--- config.mk ---
export PLATFORM = sky130hd
export DESIGN_NAME = min_max_first_last_decimator_core
export DESIGN_NICKNAME = d
export VERILOG_FILES = /design/src/design/mmfld_pkg.sv /design/src/design/mmfld_front.sv /design/src/design/mmfld_job_queue.sv /design/src/design/mmfld_back.sv /design/src/design/min_max_first_last_decimator_core.sv
export SDC_FILE = /design/constraint.sdc
export NUM_CORES = 2
export LEC_CHECK = 0
export BUFFER_PORTS_ARGS = -buffer_cell sky130_fd_sc_hd__buf_2
export CAP_MARGIN = 30
export CORE_MARGIN = 2
export CORE_UTILIZATION = 33
export CTS_CLUSTER_DIAMETER = 50
export DETAILED_ROUTE_END_ITERATION = 16
export PLACE_DENSITY_LB_ADDON = 0.2
export REMOVE_ABC_BUFFERS = 1
export SLEW_MARGIN = 40
export SYNTH_ARGS = -nofsm -noshare
export SYNTH_HDL_FRONTEND = slang
export SYNTH_SLANG_ARGS = --single-unit
--- constraint.sdc ---
create_clock -name clk -period 12.6 [get_ports clk]
set_clock_uncertainty 0.2 [all_clocks]
set_input_delay 1.89 -clock clk [delete_from_list [all_inputs] [get_ports clk]]
set_output_delay 1.89 -clock clk [all_outputs]
set_load 0.01 [all_outputs]
--- src/design/mmfld_pkg.sv ---
// Package for the min/max/first/last decimator.
// Holds field widths, command and register codes and the job record passed
// from the front end to the back end. No dependencies.
package mmfld_pkg;

    // field widths fixed by the interface
    localparam int STIME_W = 31;
    localparam int VALUE_W = 32;
    localparam int CELL_W  = 32;
    localparam int PI_W    = 31;
    localparam int CAP_W   = 11;
    localparam int CMD_W   = 2;
    localparam int CFG_W   = 31;
    localparam int CFG_IDX_W = 1;

    // gap test: more than this many intervals beyond the interval end
    localparam int GAP_INTERVALS = 4;
    // interval end (time + interval) and gap end (interval end + four intervals)
    localparam int PEND_W  = 32;
    localparam int GEND_W  = 34;

    // emit flag bits
    localparam int FLAG_FIRST = 0;
    localparam int FLAG_LAST  = 1;
    localparam int FLAG_W     = 2;

    // cells of one job, in output order
    localparam int SLOT_FIRST = 0;
    localparam int SLOT_EARLY = 1;
    localparam int SLOT_LATE  = 2;
    localparam int SLOT_LAST  = 3;
    localparam int SLOT_MARK  = 4;
    localparam int SLOT_N     = 5;

    // job queue depth between front and back
    localparam int JOBQ_DEPTH = 4;

    typedef enum logic [CMD_W-1:0] {
        CMD_DATA  = 2'd0,
        CMD_NULL  = 2'd1,
        CMD_FLUSH = 2'd2,
        CMD_NONE  = 2'd3
    } cmd_t;

    typedef enum logic [CFG_IDX_W-1:0] {
        CFG_PACK_INTERVAL = 1'd0,
        CFG_CAPACITY      = 1'd1
    } cfg_idx_t;

    // one committed interval: up to five cells, each with a valid bit
    typedef struct packed {
        logic [SLOT_N-1:0]                     slot_valid;
        logic [SLOT_N-1:0][CELL_W-1:0]         slot_time;
        logic signed [SLOT_N-1:0][VALUE_W-1:0] slot_value;
    } job_t;

endpackage

--- src/design/mmfld_front.sv ---
// Front end of the decimator: accepts samples, keeps the interval trackers
// and turns each commit into a job record for the back end.
// Depends on mmfld_pkg.
module mmfld_front
(
    input  logic                                  clk,
    input  logic                                  rst_n,
    input  logic                                  accept,
    input  logic [mmfld_pkg::CMD_W-1:0]           cmd,
    input  logic [mmfld_pkg::STIME_W-1:0]         sample_time,
    input  logic signed [mmfld_pkg::VALUE_W-1:0]  sample_value,
    input  logic [mmfld_pkg::PI_W-1:0]            pack_interval,
    output logic                                  push,
    output mmfld_pkg::job_t                       job
);

    localparam int TW = mmfld_pkg::STIME_W;
    localparam int VW = mmfld_pkg::VALUE_W;
    localparam int CW = mmfld_pkg::CELL_W;

    // tracker and interval state
    logic [TW-1:0]                   first_t_reg, first_t_next;
    logic signed [VW-1:0]            first_v_reg, first_v_next;
    logic [TW-1:0]                   last_t_reg, last_t_next;
    logic signed [VW-1:0]            last_v_reg, last_v_next;
    logic [TW-1:0]                   min_t_reg, min_t_next;
    logic signed [VW-1:0]            min_v_reg, min_v_next;
    logic [TW-1:0]                   max_t_reg, max_t_next;
    logic signed [VW-1:0]            max_v_reg, max_v_next;
    logic                            open_reg, open_next;
    logic [mmfld_pkg::PEND_W-1:0]    pend_reg, pend_next;
    logic [mmfld_pkg::FLAG_W-1:0]    flags_reg, flags_next;

    logic [mmfld_pkg::GEND_W-1:0]    gap_end;
    logic                            beyond_end;
    logic                            beyond_gap;
    logic [mmfld_pkg::FLAG_W-1:0]    flags_gap;
    logic [mmfld_pkg::FLAG_W-1:0]    commit_flags;
    logic                            min_earlier;
    logic                            same_time;
    logic [TW-1:0]                   early_t, late_t;
    logic signed [VW-1:0]            early_v, late_v;
    logic                            first_ok, last_ok;
    logic                            mark_ok;

    // interval boundary tests; the gap uses the interval length in force now
    assign gap_end    = mmfld_pkg::GEND_W'(pend_reg)
                        + mmfld_pkg::GEND_W'(pack_interval)
                          * mmfld_pkg::GEND_W'(mmfld_pkg::GAP_INTERVALS);
    assign beyond_end = {1'b0, sample_time} > pend_reg;
    assign beyond_gap = mmfld_pkg::GEND_W'(sample_time) > gap_end;

    always_comb
    begin
        flags_gap = flags_reg;
        if (beyond_gap)
        begin
            flags_gap[mmfld_pkg::FLAG_LAST] = 1'b1;
        end
    end

    assign commit_flags = (mmfld_pkg::cmd_t'(cmd) == mmfld_pkg::CMD_DATA) ? flags_gap
                                                                          : flags_reg;

    // order min and max in time, one cell when they coincide
    assign min_earlier = min_t_reg < max_t_reg;
    assign same_time   = min_t_reg == max_t_reg;
    assign early_t     = same_time ? '0 : (min_earlier ? min_t_reg : max_t_reg);
    assign early_v     = min_earlier ? min_v_reg : max_v_reg;
    assign late_t      = min_earlier ? max_t_reg : min_t_reg;
    assign late_v      = min_earlier ? max_v_reg : min_v_reg;

    assign first_ok = commit_flags[mmfld_pkg::FLAG_FIRST] && (first_t_reg != '0)
                      && (first_t_reg != min_t_reg) && (first_t_reg != max_t_reg);
    assign last_ok  = commit_flags[mmfld_pkg::FLAG_LAST] && (last_t_reg != '0)
                      && (last_t_reg != min_t_reg) && (last_t_reg != early_t)
                      && (last_t_reg != max_t_reg);
    assign mark_ok  = (mmfld_pkg::cmd_t'(cmd) == mmfld_pkg::CMD_NULL) && (sample_time != '0);

    // job record built from the trackers as they stand before this sample
    always_comb
    begin
        job.slot_valid = '0;
        job.slot_valid[mmfld_pkg::SLOT_FIRST] = first_ok;
        job.slot_valid[mmfld_pkg::SLOT_EARLY] = early_t != '0;
        job.slot_valid[mmfld_pkg::SLOT_LATE]  = late_t != '0;
        job.slot_valid[mmfld_pkg::SLOT_LAST]  = last_ok;
        job.slot_valid[mmfld_pkg::SLOT_MARK]  = mark_ok;

        job.slot_time[mmfld_pkg::SLOT_FIRST] = CW'(first_t_reg);
        job.slot_time[mmfld_pkg::SLOT_EARLY] = CW'(early_t);
        job.slot_time[mmfld_pkg::SLOT_LATE]  = CW'(late_t);
        job.slot_time[mmfld_pkg::SLOT_LAST]  = CW'(last_t_reg);
        job.slot_time[mmfld_pkg::SLOT_MARK]  = CW'(0) - CW'(sample_time);

        job.slot_value[mmfld_pkg::SLOT_FIRST] = first_v_reg;
        job.slot_value[mmfld_pkg::SLOT_EARLY] = early_v;
        job.slot_value[mmfld_pkg::SLOT_LATE]  = late_v;
        job.slot_value[mmfld_pkg::SLOT_LAST]  = last_v_reg;
        job.slot_value[mmfld_pkg::SLOT_MARK]  = '0;
    end

    // next state per command
    always_comb
    begin
        first_t_next = first_t_reg;
        first_v_next = first_v_reg;
        last_t_next  = last_t_reg;
        last_v_next  = last_v_reg;
        min_t_next   = min_t_reg;
        min_v_next   = min_v_reg;
        max_t_next   = max_t_reg;
        max_v_next   = max_v_reg;
        open_next    = open_reg;
        pend_next    = pend_reg;
        flags_next   = flags_reg;
        push         = 1'b0;

        if (accept)
        begin
            case (mmfld_pkg::cmd_t'(cmd))
                mmfld_pkg::CMD_DATA:
                begin
                    if (!open_reg || beyond_end)
                    begin
                        open_next = 1'b1;
                        pend_next = mmfld_pkg::PEND_W'(sample_time)
                                    + mmfld_pkg::PEND_W'(pack_interval);
                    end
                    if (open_reg && beyond_end)
                    begin
                        // close the interval, restart trackers at this sample
                        push = 1'b1;
                        if (flags_gap[mmfld_pkg::FLAG_LAST])
                        begin
                            flags_next = '0;
                            flags_next[mmfld_pkg::FLAG_FIRST] = 1'b1;
                        end
                        else
                        begin
                            flags_next = flags_gap;
                        end
                        first_t_next = sample_time;
                        first_v_next = sample_value;
                        last_t_next  = sample_time;
                        last_v_next  = sample_value;
                        min_t_next   = sample_time;
                        min_v_next   = sample_value;
                        max_t_next   = sample_time;
                        max_v_next   = sample_value;
                    end
                    else
                    begin
                        // plain tracking inside the interval
                        if (first_t_reg == '0)
                        begin
                            first_t_next = sample_time;
                            first_v_next = sample_value;
                        end
                        last_t_next = sample_time;
                        last_v_next = sample_value;
                        if ((min_t_reg == '0) || (sample_value < min_v_reg))
                        begin
                            min_t_next = sample_time;
                            min_v_next = sample_value;
                        end
                        if ((max_t_reg == '0) || (max_v_reg < sample_value))
                        begin
                            max_t_next = sample_time;
                            max_v_next = sample_value;
                        end
                    end
                end
                mmfld_pkg::CMD_NULL, mmfld_pkg::CMD_FLUSH:
                begin
                    push         = 1'b1;
                    open_next    = 1'b0;
                    flags_next   = '0;
                    first_t_next = '0;
                    first_v_next = '0;
                    last_t_next  = '0;
                    last_v_next  = '0;
                    min_t_next   = '0;
                    min_v_next   = '0;
                    max_t_next   = '0;
                    max_v_next   = '0;
                end
                default:
                begin
                    push = 1'b0;
                end
            endcase
        end
    end

    // state registers
    always_ff @(posedge clk or negedge rst_n)
    begin
        if (!rst_n)
        begin
            first_t_reg <= '0;
            first_v_reg <= '0;
            last_t_reg  <= '0;
            last_v_reg  <= '0;
            min_t_reg   <= '0;
            min_v_reg   <= '0;
            max_t_reg   <= '0;
            max_v_reg   <= '0;
            open_reg    <= 1'b0;
            pend_reg    <= '0;
            flags_reg   <= '0;
        end
        else
        begin
            first_t_reg <= first_t_next;
            first_v_reg <= first_v_next;
            last_t_reg  <= last_t_next;
            last_v_reg  <= last_v_next;
            min_t_reg   <= min_t_next;
            min_v_reg   <= min_v_next;
            max_t_reg   <= max_t_next;
            max_v_reg   <= max_v_next;
            open_reg    <= open_next;
            pend_reg    <= pend_next;
            flags_reg   <= flags_next;
        end
    end

endmodule

--- src/design/mmfld_job_queue.sv ---
// Short job queue between the front and back ends of the decimator.
// Flop storage, head read directly, push and pop in the same cycle allowed.
// Depends on mmfld_pkg.
module mmfld_job_queue
#(
    parameter int DEPTH = 4
)
(
    input  logic            clk,
    input  logic            rst_n,
    input  logic            push,
    input  mmfld_pkg::job_t push_job,
    input  logic            pop,
    output mmfld_pkg::job_t head_job,
    output logic            empty,
    output logic            full
);

    localparam int PTR_W = $clog2(DEPTH);
    localparam int CNT_W = $clog2(DEPTH + 1);

    mmfld_pkg::job_t         mem_reg [DEPTH];
    logic [PTR_W-1:0]        wr_ptr_reg, wr_ptr_next;
    logic [PTR_W-1:0]        rd_ptr_reg, rd_ptr_next;
    logic [CNT_W-1:0]        count_reg, count_next;
    logic                    do_push, do_pop;

    assign empty    = count_reg == '0;
    assign full     = count_reg == CNT_W'(DEPTH);
    assign head_job = mem_reg[rd_ptr_reg];
    assign do_push  = push && !full;
    assign do_pop   = pop && !empty;

    // pointer and fill count update
    always_comb
    begin
        wr_ptr_next = wr_ptr_reg;
        rd_ptr_next = rd_ptr_reg;
        count_next  = count_reg;
        if (do_push)
        begin
            wr_ptr_next = (wr_ptr_reg == PTR_W'(DEPTH - 1)) ? '0 : wr_ptr_reg + 1'b1;
        end
        if (do_pop)
        begin
            rd_ptr_next = (rd_ptr_reg == PTR_W'(DEPTH - 1)) ? '0 : rd_ptr_reg + 1'b1;
        end
        if (do_push && !do_pop)
        begin
            count_next = count_reg + 1'b1;
        end
        else if (do_pop && !do_push)
        begin
            count_next = count_reg - 1'b1;
        end
    end

    always_ff @(posedge clk or negedge rst_n)
    begin
        if (!rst_n)
        begin
            wr_ptr_reg <= '0;
            rd_ptr_reg <= '0;
            count_reg  <= '0;
        end
        else
        begin
            wr_ptr_reg <= wr_ptr_next;
            rd_ptr_reg <= rd_ptr_next;
            count_reg  <= count_next;
        end
    end

    // job storage, no reset needed
    always_ff @(posedge clk)
    begin
        if (do_push)
        begin
            mem_reg[wr_ptr_reg] <= push_job;
        end
    end

    // the front end never offers a job while the queue is full
    a_no_push_when_full: assert property (@(posedge clk) disable iff (!rst_n)
        push |-> !full)
        else $error("job pushed into a full queue");

    a_count_bound: assert property (@(posedge clk) disable iff (!rst_n)
        count_reg <= CNT_W'(DEPTH))
        else $error("job queue count beyond depth");

endmodule

--- src/design/mmfld_back.sv ---
// Back end of the decimator: walks the cells of each queued job into the
// output register, counts emitted cells and halts at capacity.
// Depends on mmfld_pkg.
module mmfld_back
#(
    parameter int MAX_CELLS = 1024
)
(
    input  logic                                  clk,
    input  logic                                  rst_n,
    input  logic [mmfld_pkg::CAP_W-1:0]           capacity,
    input  mmfld_pkg::job_t                       head_job,
    input  logic                                  head_valid,
    output logic                                  pop,
    output logic                                  out_valid,
    input  logic                                  out_stall,
    output logic signed [mmfld_pkg::CELL_W-1:0]   cell_time,
    output logic signed [mmfld_pkg::VALUE_W-1:0]  cell_value,
    output logic                                  last_of_run,
    output logic                                  store_full
);

    localparam int CNT_W = $clog2(MAX_CELLS + 1);
    localparam int LIM_W = (CNT_W > mmfld_pkg::CAP_W) ? CNT_W : mmfld_pkg::CAP_W;
    localparam int SN    = mmfld_pkg::SLOT_N;

    logic [SN-1:0]                         done_reg, done_next;
    logic [CNT_W-1:0]                      count_reg, count_next;
    logic                                  halted_reg, halted_next;
    logic                                  out_valid_reg, out_valid_next;
    logic signed [mmfld_pkg::CELL_W-1:0]   time_reg, time_next;
    logic signed [mmfld_pkg::VALUE_W-1:0]  value_reg, value_next;
    logic                                  last_reg, last_next;
    logic                                  full_reg, full_next;

    logic [LIM_W-1:0]                      cap_limit;
    logic                                  at_cap;
    logic                                  reach_cap;
    logic                                  can_load;
    logic [SN-1:0]                         remaining;
    logic [SN-1:0]                         sel;
    logic [SN-1:0]                         rest;
    logic [mmfld_pkg::CELL_W-1:0]          sel_time;
    logic [mmfld_pkg::VALUE_W-1:0]         sel_value;

    // capacity clipped to the storage limit
    assign cap_limit = (LIM_W'(capacity) > LIM_W'(MAX_CELLS)) ? LIM_W'(MAX_CELLS)
                                                              : LIM_W'(capacity);
    assign at_cap    = LIM_W'(count_reg) >= cap_limit;
    assign reach_cap = (LIM_W'(count_reg) + 1'b1) >= cap_limit;
    assign can_load  = !out_valid_reg || !out_stall;

    // next cell of the head job: lowest slot not yet sent
    assign remaining = head_job.slot_valid & ~done_reg;
    assign sel       = remaining & (~remaining + 1'b1);
    assign rest      = remaining & ~sel;

    always_comb
    begin
        sel_time  = '0;
        sel_value = '0;
        for (int i = 0; i < SN; i++)
        begin
            if (sel[i])
            begin
                sel_time  = sel_time | head_job.slot_time[i];
                sel_value = sel_value | head_job.slot_value[i];
            end
        end
    end

    // job walk, capacity and output register
    always_comb
    begin
        pop            = 1'b0;
        done_next      = done_reg;
        count_next     = count_reg;
        halted_next    = halted_reg;
        out_valid_next = out_valid_reg && out_stall;
        time_next      = time_reg;
        value_next     = value_reg;
        last_next      = last_reg;
        full_next      = full_reg;

        if (head_valid)
        begin
            if (halted_reg)
            begin
                // drop everything once halted
                pop       = 1'b1;
                done_next = '0;
            end
            else if (at_cap)
            begin
                halted_next = 1'b1;
                pop         = 1'b1;
                done_next   = '0;
            end
            else if (remaining == '0)
            begin
                pop       = 1'b1;
                done_next = '0;
            end
            else if (can_load)
            begin
                out_valid_next = 1'b1;
                time_next      = sel_time;
                value_next     = sel_value;
                count_next     = count_reg + 1'b1;
                full_next      = reach_cap;
                halted_next    = reach_cap;
                last_next      = reach_cap || (rest == '0);
                if (reach_cap || (rest == '0))
                begin
                    pop       = 1'b1;
                    done_next = '0;
                end
                else
                begin
                    done_next = done_reg | sel;
                end
            end
        end
    end

    always_ff @(posedge clk or negedge rst_n)
    begin
        if (!rst_n)
        begin
            done_reg      <= '0;
            count_reg     <= '0;
            halted_reg    <= 1'b0;
            out_valid_reg <= 1'b0;
        end
        else
        begin
            done_reg      <= done_next;
            count_reg     <= count_next;
            halted_reg    <= halted_next;
            out_valid_reg <= out_valid_next;
        end
    end

    // output payload, no reset needed
    always_ff @(posedge clk)
    begin
        time_reg  <= time_next;
        value_reg <= value_next;
        last_reg  <= last_next;
        full_reg  <= full_next;
    end

    assign out_valid   = out_valid_reg;
    assign cell_time   = time_reg;
    assign cell_value  = value_reg;
    assign last_of_run = last_reg;
    assign store_full  = full_reg;

    a_halt_sticks: assert property (@(posedge clk) disable iff (!rst_n)
        halted_reg |=> halted_reg)
        else $error("halt released without reset");

    a_full_means_halted: assert property (@(posedge clk) disable iff (!rst_n)
        (out_valid_reg && full_reg) |-> halted_reg)
        else $error("full cell shown while not halted");

    a_count_bound: assert property (@(posedge clk) disable iff (!rst_n)
        count_reg <= CNT_W'(MAX_CELLS))
        else $error("cell count beyond storage limit");

endmodule

--- src/design/min_max_first_last_decimator_core.sv ---
// Channel      Direction  Handshake            Payload
// input        in         in_valid / in_stall  cmd, sample_time, sample_value
// output       out        out_valid/out_stall  cell_time, cell_value, last_of_run, store_full
// config       in         cfg_wr_en            cfg_index, cfg_wr_data
//
// One sample is taken per cycle while the job queue has room. A commit
// becomes one job; the back end emits its cells one at a time and pops the
// job with its last cell, or at once when it has none, so the queue depth
// sets how long a burst of commits is absorbed before in_stall rises.
// Reset clears trackers, flags, cell count and the halt; config returns to
// an interval of 1 and a capacity of 1024. out_stall only holds the output
// register and, once the queue fills, the input.
module min_max_first_last_decimator_core
#(
    parameter int MAX_CELLS = 1024
)
(
    input  logic                                  clk,
    input  logic                                  rst_n,
    // configuration writes
    input  logic                                  cfg_wr_en,
    input  logic [mmfld_pkg::CFG_IDX_W-1:0]       cfg_index,
    input  logic [mmfld_pkg::CFG_W-1:0]           cfg_wr_data,
    // sample input
    input  logic                                  in_valid,
    output logic                                  in_stall,
    input  logic [mmfld_pkg::CMD_W-1:0]           cmd,
    input  logic [mmfld_pkg::STIME_W-1:0]         sample_time,
    input  logic signed [mmfld_pkg::VALUE_W-1:0]  sample_value,
    // cell output
    output logic                                  out_valid,
    input  logic                                  out_stall,
    output logic signed [mmfld_pkg::CELL_W-1:0]   cell_time,
    output logic signed [mmfld_pkg::VALUE_W-1:0]  cell_value,
    output logic                                  last_of_run,
    output logic                                  store_full
);

    logic [mmfld_pkg::PI_W-1:0]   pi_reg;
    logic [mmfld_pkg::CAP_W-1:0]  cap_reg;

    logic                         in_accept;
    logic                         push;
    mmfld_pkg::job_t              push_job;
    mmfld_pkg::job_t              head_job;
    logic                         q_empty;
    logic                         q_full;
    logic                         pop;

    // configuration registers
    always_ff @(posedge clk or negedge rst_n)
    begin
        if (!rst_n)
        begin
            pi_reg  <= mmfld_pkg::PI_W'(1);
            cap_reg <= mmfld_pkg::CAP_W'(1024);
        end
        else if (cfg_wr_en)
        begin
            case (mmfld_pkg::cfg_idx_t'(cfg_index))
                mmfld_pkg::CFG_PACK_INTERVAL:
                begin
                    pi_reg <= cfg_wr_data[mmfld_pkg::PI_W-1:0];
                end
                mmfld_pkg::CFG_CAPACITY:
                begin
                    cap_reg <= cfg_wr_data[mmfld_pkg::CAP_W-1:0];
                end
                default:
                begin
                    cap_reg <= cap_reg;
                end
            endcase
        end
    end

    // input transfer whenever the job queue has room
    assign in_stall  = q_full;
    assign in_accept = in_valid && !in_stall;

    mmfld_front u_front
    (
        .clk              (clk),
        .rst_n            (rst_n),
        .accept           (in_accept),
        .cmd              (cmd),
        .sample_time      (sample_time),
        .sample_value     (sample_value),
        .pack_interval    (pi_reg),
        .push             (push),
        .job              (push_job)
    );

    mmfld_job_queue
    #(
        .DEPTH (mmfld_pkg::JOBQ_DEPTH)
    )
    u_queue
    (
        .clk      (clk),
        .rst_n    (rst_n),
        .push     (push),
        .push_job (push_job),
        .pop      (pop),
        .head_job (head_job),
        .empty    (q_empty),
        .full     (q_full)
    );

    mmfld_back
    #(
        .MAX_CELLS (MAX_CELLS)
    )
    u_back
    (
        .clk         (clk),
        .rst_n       (rst_n),
        .capacity    (cap_reg),
        .head_job    (head_job),
        .head_valid  (!q_empty),
        .pop         (pop),
        .out_valid   (out_valid),
        .out_stall   (out_stall),
        .cell_time   (cell_time),
        .cell_value  (cell_value),
        .last_of_run (last_of_run),
        .store_full  (store_full)
    );

endmodule

# Word level (Yosys, flattened, before mapping)
# Memory sizes are Yosys's and may differ from the RTL's.
# Index checks and enable logic that the tools add are counted.
dict set report classes {
  n_mux 72
  add_sub_neg 9
  n_eq_ne 17
  bitwise 20
  reduce_logical 55
  order_cmp 8
}
# op count
set ops {}
lappend ops {{$mux W32} 18}
lappend ops {{$mux W31} 9}
lappend ops {{$pmux W32 S2} 4}
lappend ops {{$pmux W31 S2} 4}
lappend ops {{$or A32 B32 Y32} 7}
lappend ops {{$ne A31 B31 Y1} 5}
lappend ops {{$reduce_bool A31 Y1} 5}
lappend ops {{$logic_not A31 Y1} 3}
lappend ops {{$lt A32 B32 Y1} 2}
lappend ops {{$add A32 B33 Y34} 1}
lappend ops {{$gt A31 B34 Y1} 1}
lappend ops {{$add A31 B31 Y32} 1}
lappend ops {{$gt A31 B32 Y1} 1}
lappend ops {{$or A32 B32 Y32 const B} 1}
lappend ops {{$sub A1 B31 Y32 const A} 1}
lappend ops {{$eq A31 B31 Y1} 1}
lappend ops {{$lt A31 B31 Y1} 1}
lappend ops {{$mux W5} 5}
lappend ops {{$ge A11 B11 Y1} 2}
lappend ops {{$mux W1} 22}
lappend ops {{$reduce_and A3 Y1} 6}
lappend ops {{$and A5 B5 Y5} 3}
lappend ops {{$logic_and A1 B1 Y1} 15}
lappend ops {{$not A5 Y5} 3}
lappend ops {{other kinds (30)} 60}
dict set report totals {
  ramBits 1156
  wordCells 207
  memories 1
  output_inout_bits 68
  register_bits 420
}
# name depth width rd rd_clocked_by_memory_dff wr line
set memory_table {}
lappend memory_table {u_queue.mem_reg 4 289 1 0 1 mmfld_job_queue.sv:22} ;# mmfld_pkg::job_t mem_reg [DEPTH];

# Longest topological paths before layout
dict set report logic_depth {
  depth_word 19
  ltp_mapped 22
  ltp_nobuf 22
}

# Hierarchy
# From an unflattened synthesis, not the netlist that was laid out.
dict set report unflattened {
  cells_unflattened 5129
  area_unflattened_um2 77409.2
}
# mod area_per_inst_um2 instances cells_each
set modules_own_cells {}
lappend modules_own_cells {mmfld_job_queue 47230.3 1 1735}
lappend modules_own_cells {mmfld_front 23264.8 1 2771}
lappend modules_own_cells {mmfld_back 5262.5 1 531}
lappend modules_own_cells {min_max_first_last_decimator_core 1651.6 1 92}

# Worst setup path after synthesis
# OpenSTA, ideal clock, no wires.
dict set report synth_timing {
  path_type {in2reg}
  startpoint {input sample_time[23] (netlist name)}
  endpoint {memory u_queue.mem_reg[0][0] (netlist name) (enable)}
  setup_ns 0.688
  t_required_ns 11.712
  n_path_buf 0
  slack_ns 1.737
  stages 9
  t_arrival_ns 9.975
  cell_sequence {ha_1 -> nand4_1 -> nor3_1 -> o221ai_1 -> a21boi_1 -> o211ai_2 -> nor2_1 -> o21a_1 -> and2_1}
}
dict set report synth_via {
  elab_chain_cells 8
}
# element line
set synth_rtl {}
lappend synth_rtl {{from (decl)} min_max_first_last_decimator_core.sv:28} ;# input logic [mmfld_pkg::STIME_W-1:0] sample_time,
lappend synth_rtl {{$gt A31 B32 Y1} mmfld_front.sv:50} ;# assign beyond_end = {1'b0, sample_time} > pend_reg;
lappend synth_rtl {{$logic_and A1 B1 Y1} mmfld_front.sv:130} ;# if (open_reg && beyond_end)
lappend synth_rtl {{$mux W1} mmfld_front.sv:130}
lappend synth_rtl {{$pmux W1 S2} mmfld_front.sv:121} ;# case (mmfld_pkg::cmd_t'(cmd))
lappend synth_rtl {{$mux W1} mmfld_front.sv:119} ;# if (accept)
lappend synth_rtl {{$logic_and A1 B1 Y1} mmfld_job_queue.sv:31} ;# assign do_push = push && !full;
lappend synth_rtl {{via u_queue.do_push} mmfld_job_queue.sv:26} ;# logic do_push, do_pop;
lappend synth_rtl {{$mux W1} mmfld_job_queue.sv:77} ;# if (do_push)
lappend synth_rtl {{$mux W1 (implied by the code)} mmfld_job_queue.sv:79} ;# mem_reg[wr_ptr_reg] <= push_job;
lappend synth_rtl {{to (decl)} mmfld_job_queue.sv:22}
# The timed path passes the listed nets, and every way through them passes these cells.

# Worst setup path in the final report
dict set report layout_timing {
  startpoint {input sample_time[23] (netlist name)}
  endpoint {memory u_queue.mem_reg[2][125] (netlist name) (enable)}
}
# Same word-level chain as after synthesis.

==> impl_metrics.yaml <==
layout:
  ff_latch_area_sq_um: 45500
  area_growth_pct: 14.7
  largest_reg_flops: 1156
  nets: 4864
  nFillCells: 19900
  drive_gt1_share_pct: 25.1
  mostFrequentLayoutCells: "edfxtp_1, dfrtp_1, mux2_2, mux4_2, ha_1"
  multiInputGateArea_sq_um: 23200
  final_common_cell: "edfxtp_1"
  stdcell_count: 7488
  final_area_sq_um: 80300
detailed_routing:
  drt_wl_total_um: 188000
  dr.pass1.iters: 6
  avgRoutedWirePerCell_um: 25.2
  drt_iter0_drc: 3354
  viasPerCell: 5.19
  drc: 0
  ant_nets: 0
  vias: 38900
setup_path:
  end_kind: "flop"
  crit_path_top_delay_cell: "and2_4"
  path_buf_inv: 3
  required_ns: 12.82
  critPathMaxFanout: 113
  critPathMaxStageDelay_ns: 0.60
  cpLargestDelayFamily: "compound AO/OA/AOI/OAI gates"
  arrival_ns: 6.61
  crit_path_start_kind: "input port"
  crit_chain: "buf_2, ha_1, nand4_1, nor3_1, o221ai_1, a21boi_1, o211ai_2, nor2_1, o21a_1, and2_4, buf_4, buf_12"
  worst-setup-path-type: "input port to flop"
synthesis:
  ys_seq_elements: 1575
  synthCells: 4298
  synth_area_per_cell_sq_um: 16.3
  synth_area_sq_um: 70000
  yosys_warnings: 0
  synth_top_area_share_pct: 52.4
  synth_area_leaders: "edfxtp_1, dfrtp_1, mux4_2"
  yosys.cell_types.count: 77
  synth-seq-area-share_pct: 65.0
  synth_edf_count: 1222
  synthFlopType: "edfxtp_1"
  synth-async-reset-ratio_pct: 22.4
  yosysTopAreaCell: "edfxtp_1"
floorplan:
  num_rows: 169
  dieWidth_um: 465
  pin_count: 170
  dieHeight_um: 465
  start_util_pct: 33.1
  coreArea_sq_um: 211000
  dieArea_sq_um: 216000
sta:
  max_freq_ghz: 0.157
  worst_pin_slew_ns: 0.992
  final.period_utilization_pct: 50.7
  totalNegativeSetupSlack_ns: 0
  finalSetupViolCount: 0
  rsz0062_at_grt: "no"
  min_period_ns: 6.39
  maxSlewViolCount: 0
  worst_slack_ns: 6.21
  slew_headroom_pct: 33.8
  final_hold_viol_count: 0
place:
  port_buffers: 169
  dp_hpwl_um: 121000
  gp_congestion: 0.923
  place_ws_ns: 5.30
  place_inst: 7153
  place_area_sq_um: 74500
grt:
  grt_pass1_wl_um: 277000
  grt_overflow: 0
  grt_max_degree: 138
  grt_pass1_vias: 39900
  grt_antenna_before_repair: 11
  grt_usage_pct: 17.3
power_and_ir_drop:
  p_int_w: 0.0129
  clockPowerShare_pct: 25.8
  pwr-share-comb_pct: 32.9
  power_density_nw_per_um2: 244
  seqPwrFrac_pct: 41.3
  switching_power_w: 0.00671
  p_sw_share_pct: 34.2
  irDropWorstVdd_v: 0.000298
  cellLeakagePower_nw: 29.3
hold_path:
  hold_path_class: "flop to flop"
clock_tree:
  clock_latency_ns: 0.79
  clock-root-buffer: "clkbuf_16"
  cts_tree: "yes"
  clk_pin_slew_worst_paths_ns: 0.06
  h-tree-depth: 4
  cts_max_path_buffers: 3
  numCtsBuffers: 173
  cts_sinks: 1575
  cts.repair.resized: 0
  post_cts_buffers: 0
  cts_hold_buf: 0
flow_run:
  cap_violations: 0
status:
  status: "finished clean"
==> worst reg2reg max path, cell delays in order, from the launching register on <==
cell and delay [ns]:
dfstp_2 0.56, ha_1 0.23, inv_1 0.07, fa_1 0.42
nor2b_1 0.18, o31ai_1 0.14, a311oi_1 0.35, or3_1 0.20
a21oi_1 0.08, o21bai_1 0.37, a221oi_1 0.18, xor2_1 0.20
ha_1 0.30, nand4_1 0.19, or4_1 0.68, a21oi_1 0.44
o31a_1 0.21, o211ai_1 0.17, a211oi_1 0.23, o21ai_0 0.20
mux2i_1 0.18
==> worst paths after layout <==
check	startpoint	to	slack, ns	cells after the start
worst max-delay path	sample_time[23]	u_queue.mem_reg[2][125]$_DFFE_PP_	6.21	12
worst min-delay path	u_front.pend_reg[1]$_DFFE_PN0P_	u_front.pend_reg[1]$_DFFE_PN0P_	0.29	2
worst max register to register	pi_reg[0]$_DFFE_PN1P_	u_front.flags_reg[0]$_DFFE_PN0P_	6.65	20
worst min register to register	u_front.pend_reg[1]$_DFFE_PN0P_	u_front.pend_reg[1]$_DFFE_PN0P_	0.29	2
max in group asynchronous	rst_n	u_front.max_v_reg[30]$_DFFE_PN0P_	9.42	3
min in group asynchronous	rst_n	pi_reg[28]$_DFFE_PN0P_	0.90	1
==> metal layers <==
metal  GRT usage [%]  wire [um]  up-vias
met5               0         13        -
met4            3.89       3650        2
met3            3.17       9720      231
met2            26.7      86300      952
met1            25.2      88700    20400
li1                -          -    17300
==> stage by stage <==
step	power, W	hold WS (ns)	util, %
4_1_cts	0.0198	0.294	37.9
5_1_grt	0.0207	0.328	38.0
3_3_place_gp	0.0146	0.270	35.1
6_report	0.0196	0.290	38.0
3_5_place_dp	0.0147	0.281	35.2
2_1_floorplan	0.0132	0.250	-
==> synth_stat cells, drive strengths merged, types with 5 or more instances <==
master and count:
nor2 141, edfxtp 1222, nor2b 58, a21o 49, inv 160, xor2 133, o31ai 10, nor3 27
and4 7, o31a 5, o21a 17, dfrtp 351, nor4 61, mux2i 34, buf 54, o21ai 149
nand2b 11, clkbuf 143, nor3b 7, or3 9, a31oi 10, o221ai 5, xnor2 92, nand4 49
a221oi 6, and2 10, mux4 289, a22oi 126, a21oi 96, o211ai 44, o21bai 11, a211oi 23
mux2 365, and3 16, nand3 34, ha 247, nand2 171
==> power by group through the flow <==
stage | sequential [W] | combinational, W | clock [W]
after floorplan | 0.00817 | 0.00508 | 0
after global placement | 0.00819 | 0.00638 | 0
after detailed placement | 0.00822 | 0.00647 | 0
after CTS | 0.00811 | 0.00651 | 0.00520
after global routing | 0.00822 | 0.00705 | 0.00540
final | 0.00811 | 0.00646 | 0.00507
==> layout make-up <==
class	instances	share of cell area [%]
sequential	1575	56.7
multi-input combinational	2365	28.9
clock buffer	232	5.97
tap	2821	4.39
timing repair buffer	236	2.08
clock inverter	89	1.16
inverter	161	0.752
antenna	9	0.0280
==> cell families after synthesis <==
group                      count (synthesis)  synth area share [%]
AOI/OAI and AO/OA                        586                  5.56
xor gates and xnor gates                 225                  2.81
adders and majority gates                250                  4.50
buffers and inverters                    358                  2.05
DFF                                     1575                  65.0
muxes                                    688                  15.6
and+or+nand+nor                          616                  4.41
Note: power is estimated with default switching activity, not from simulation.
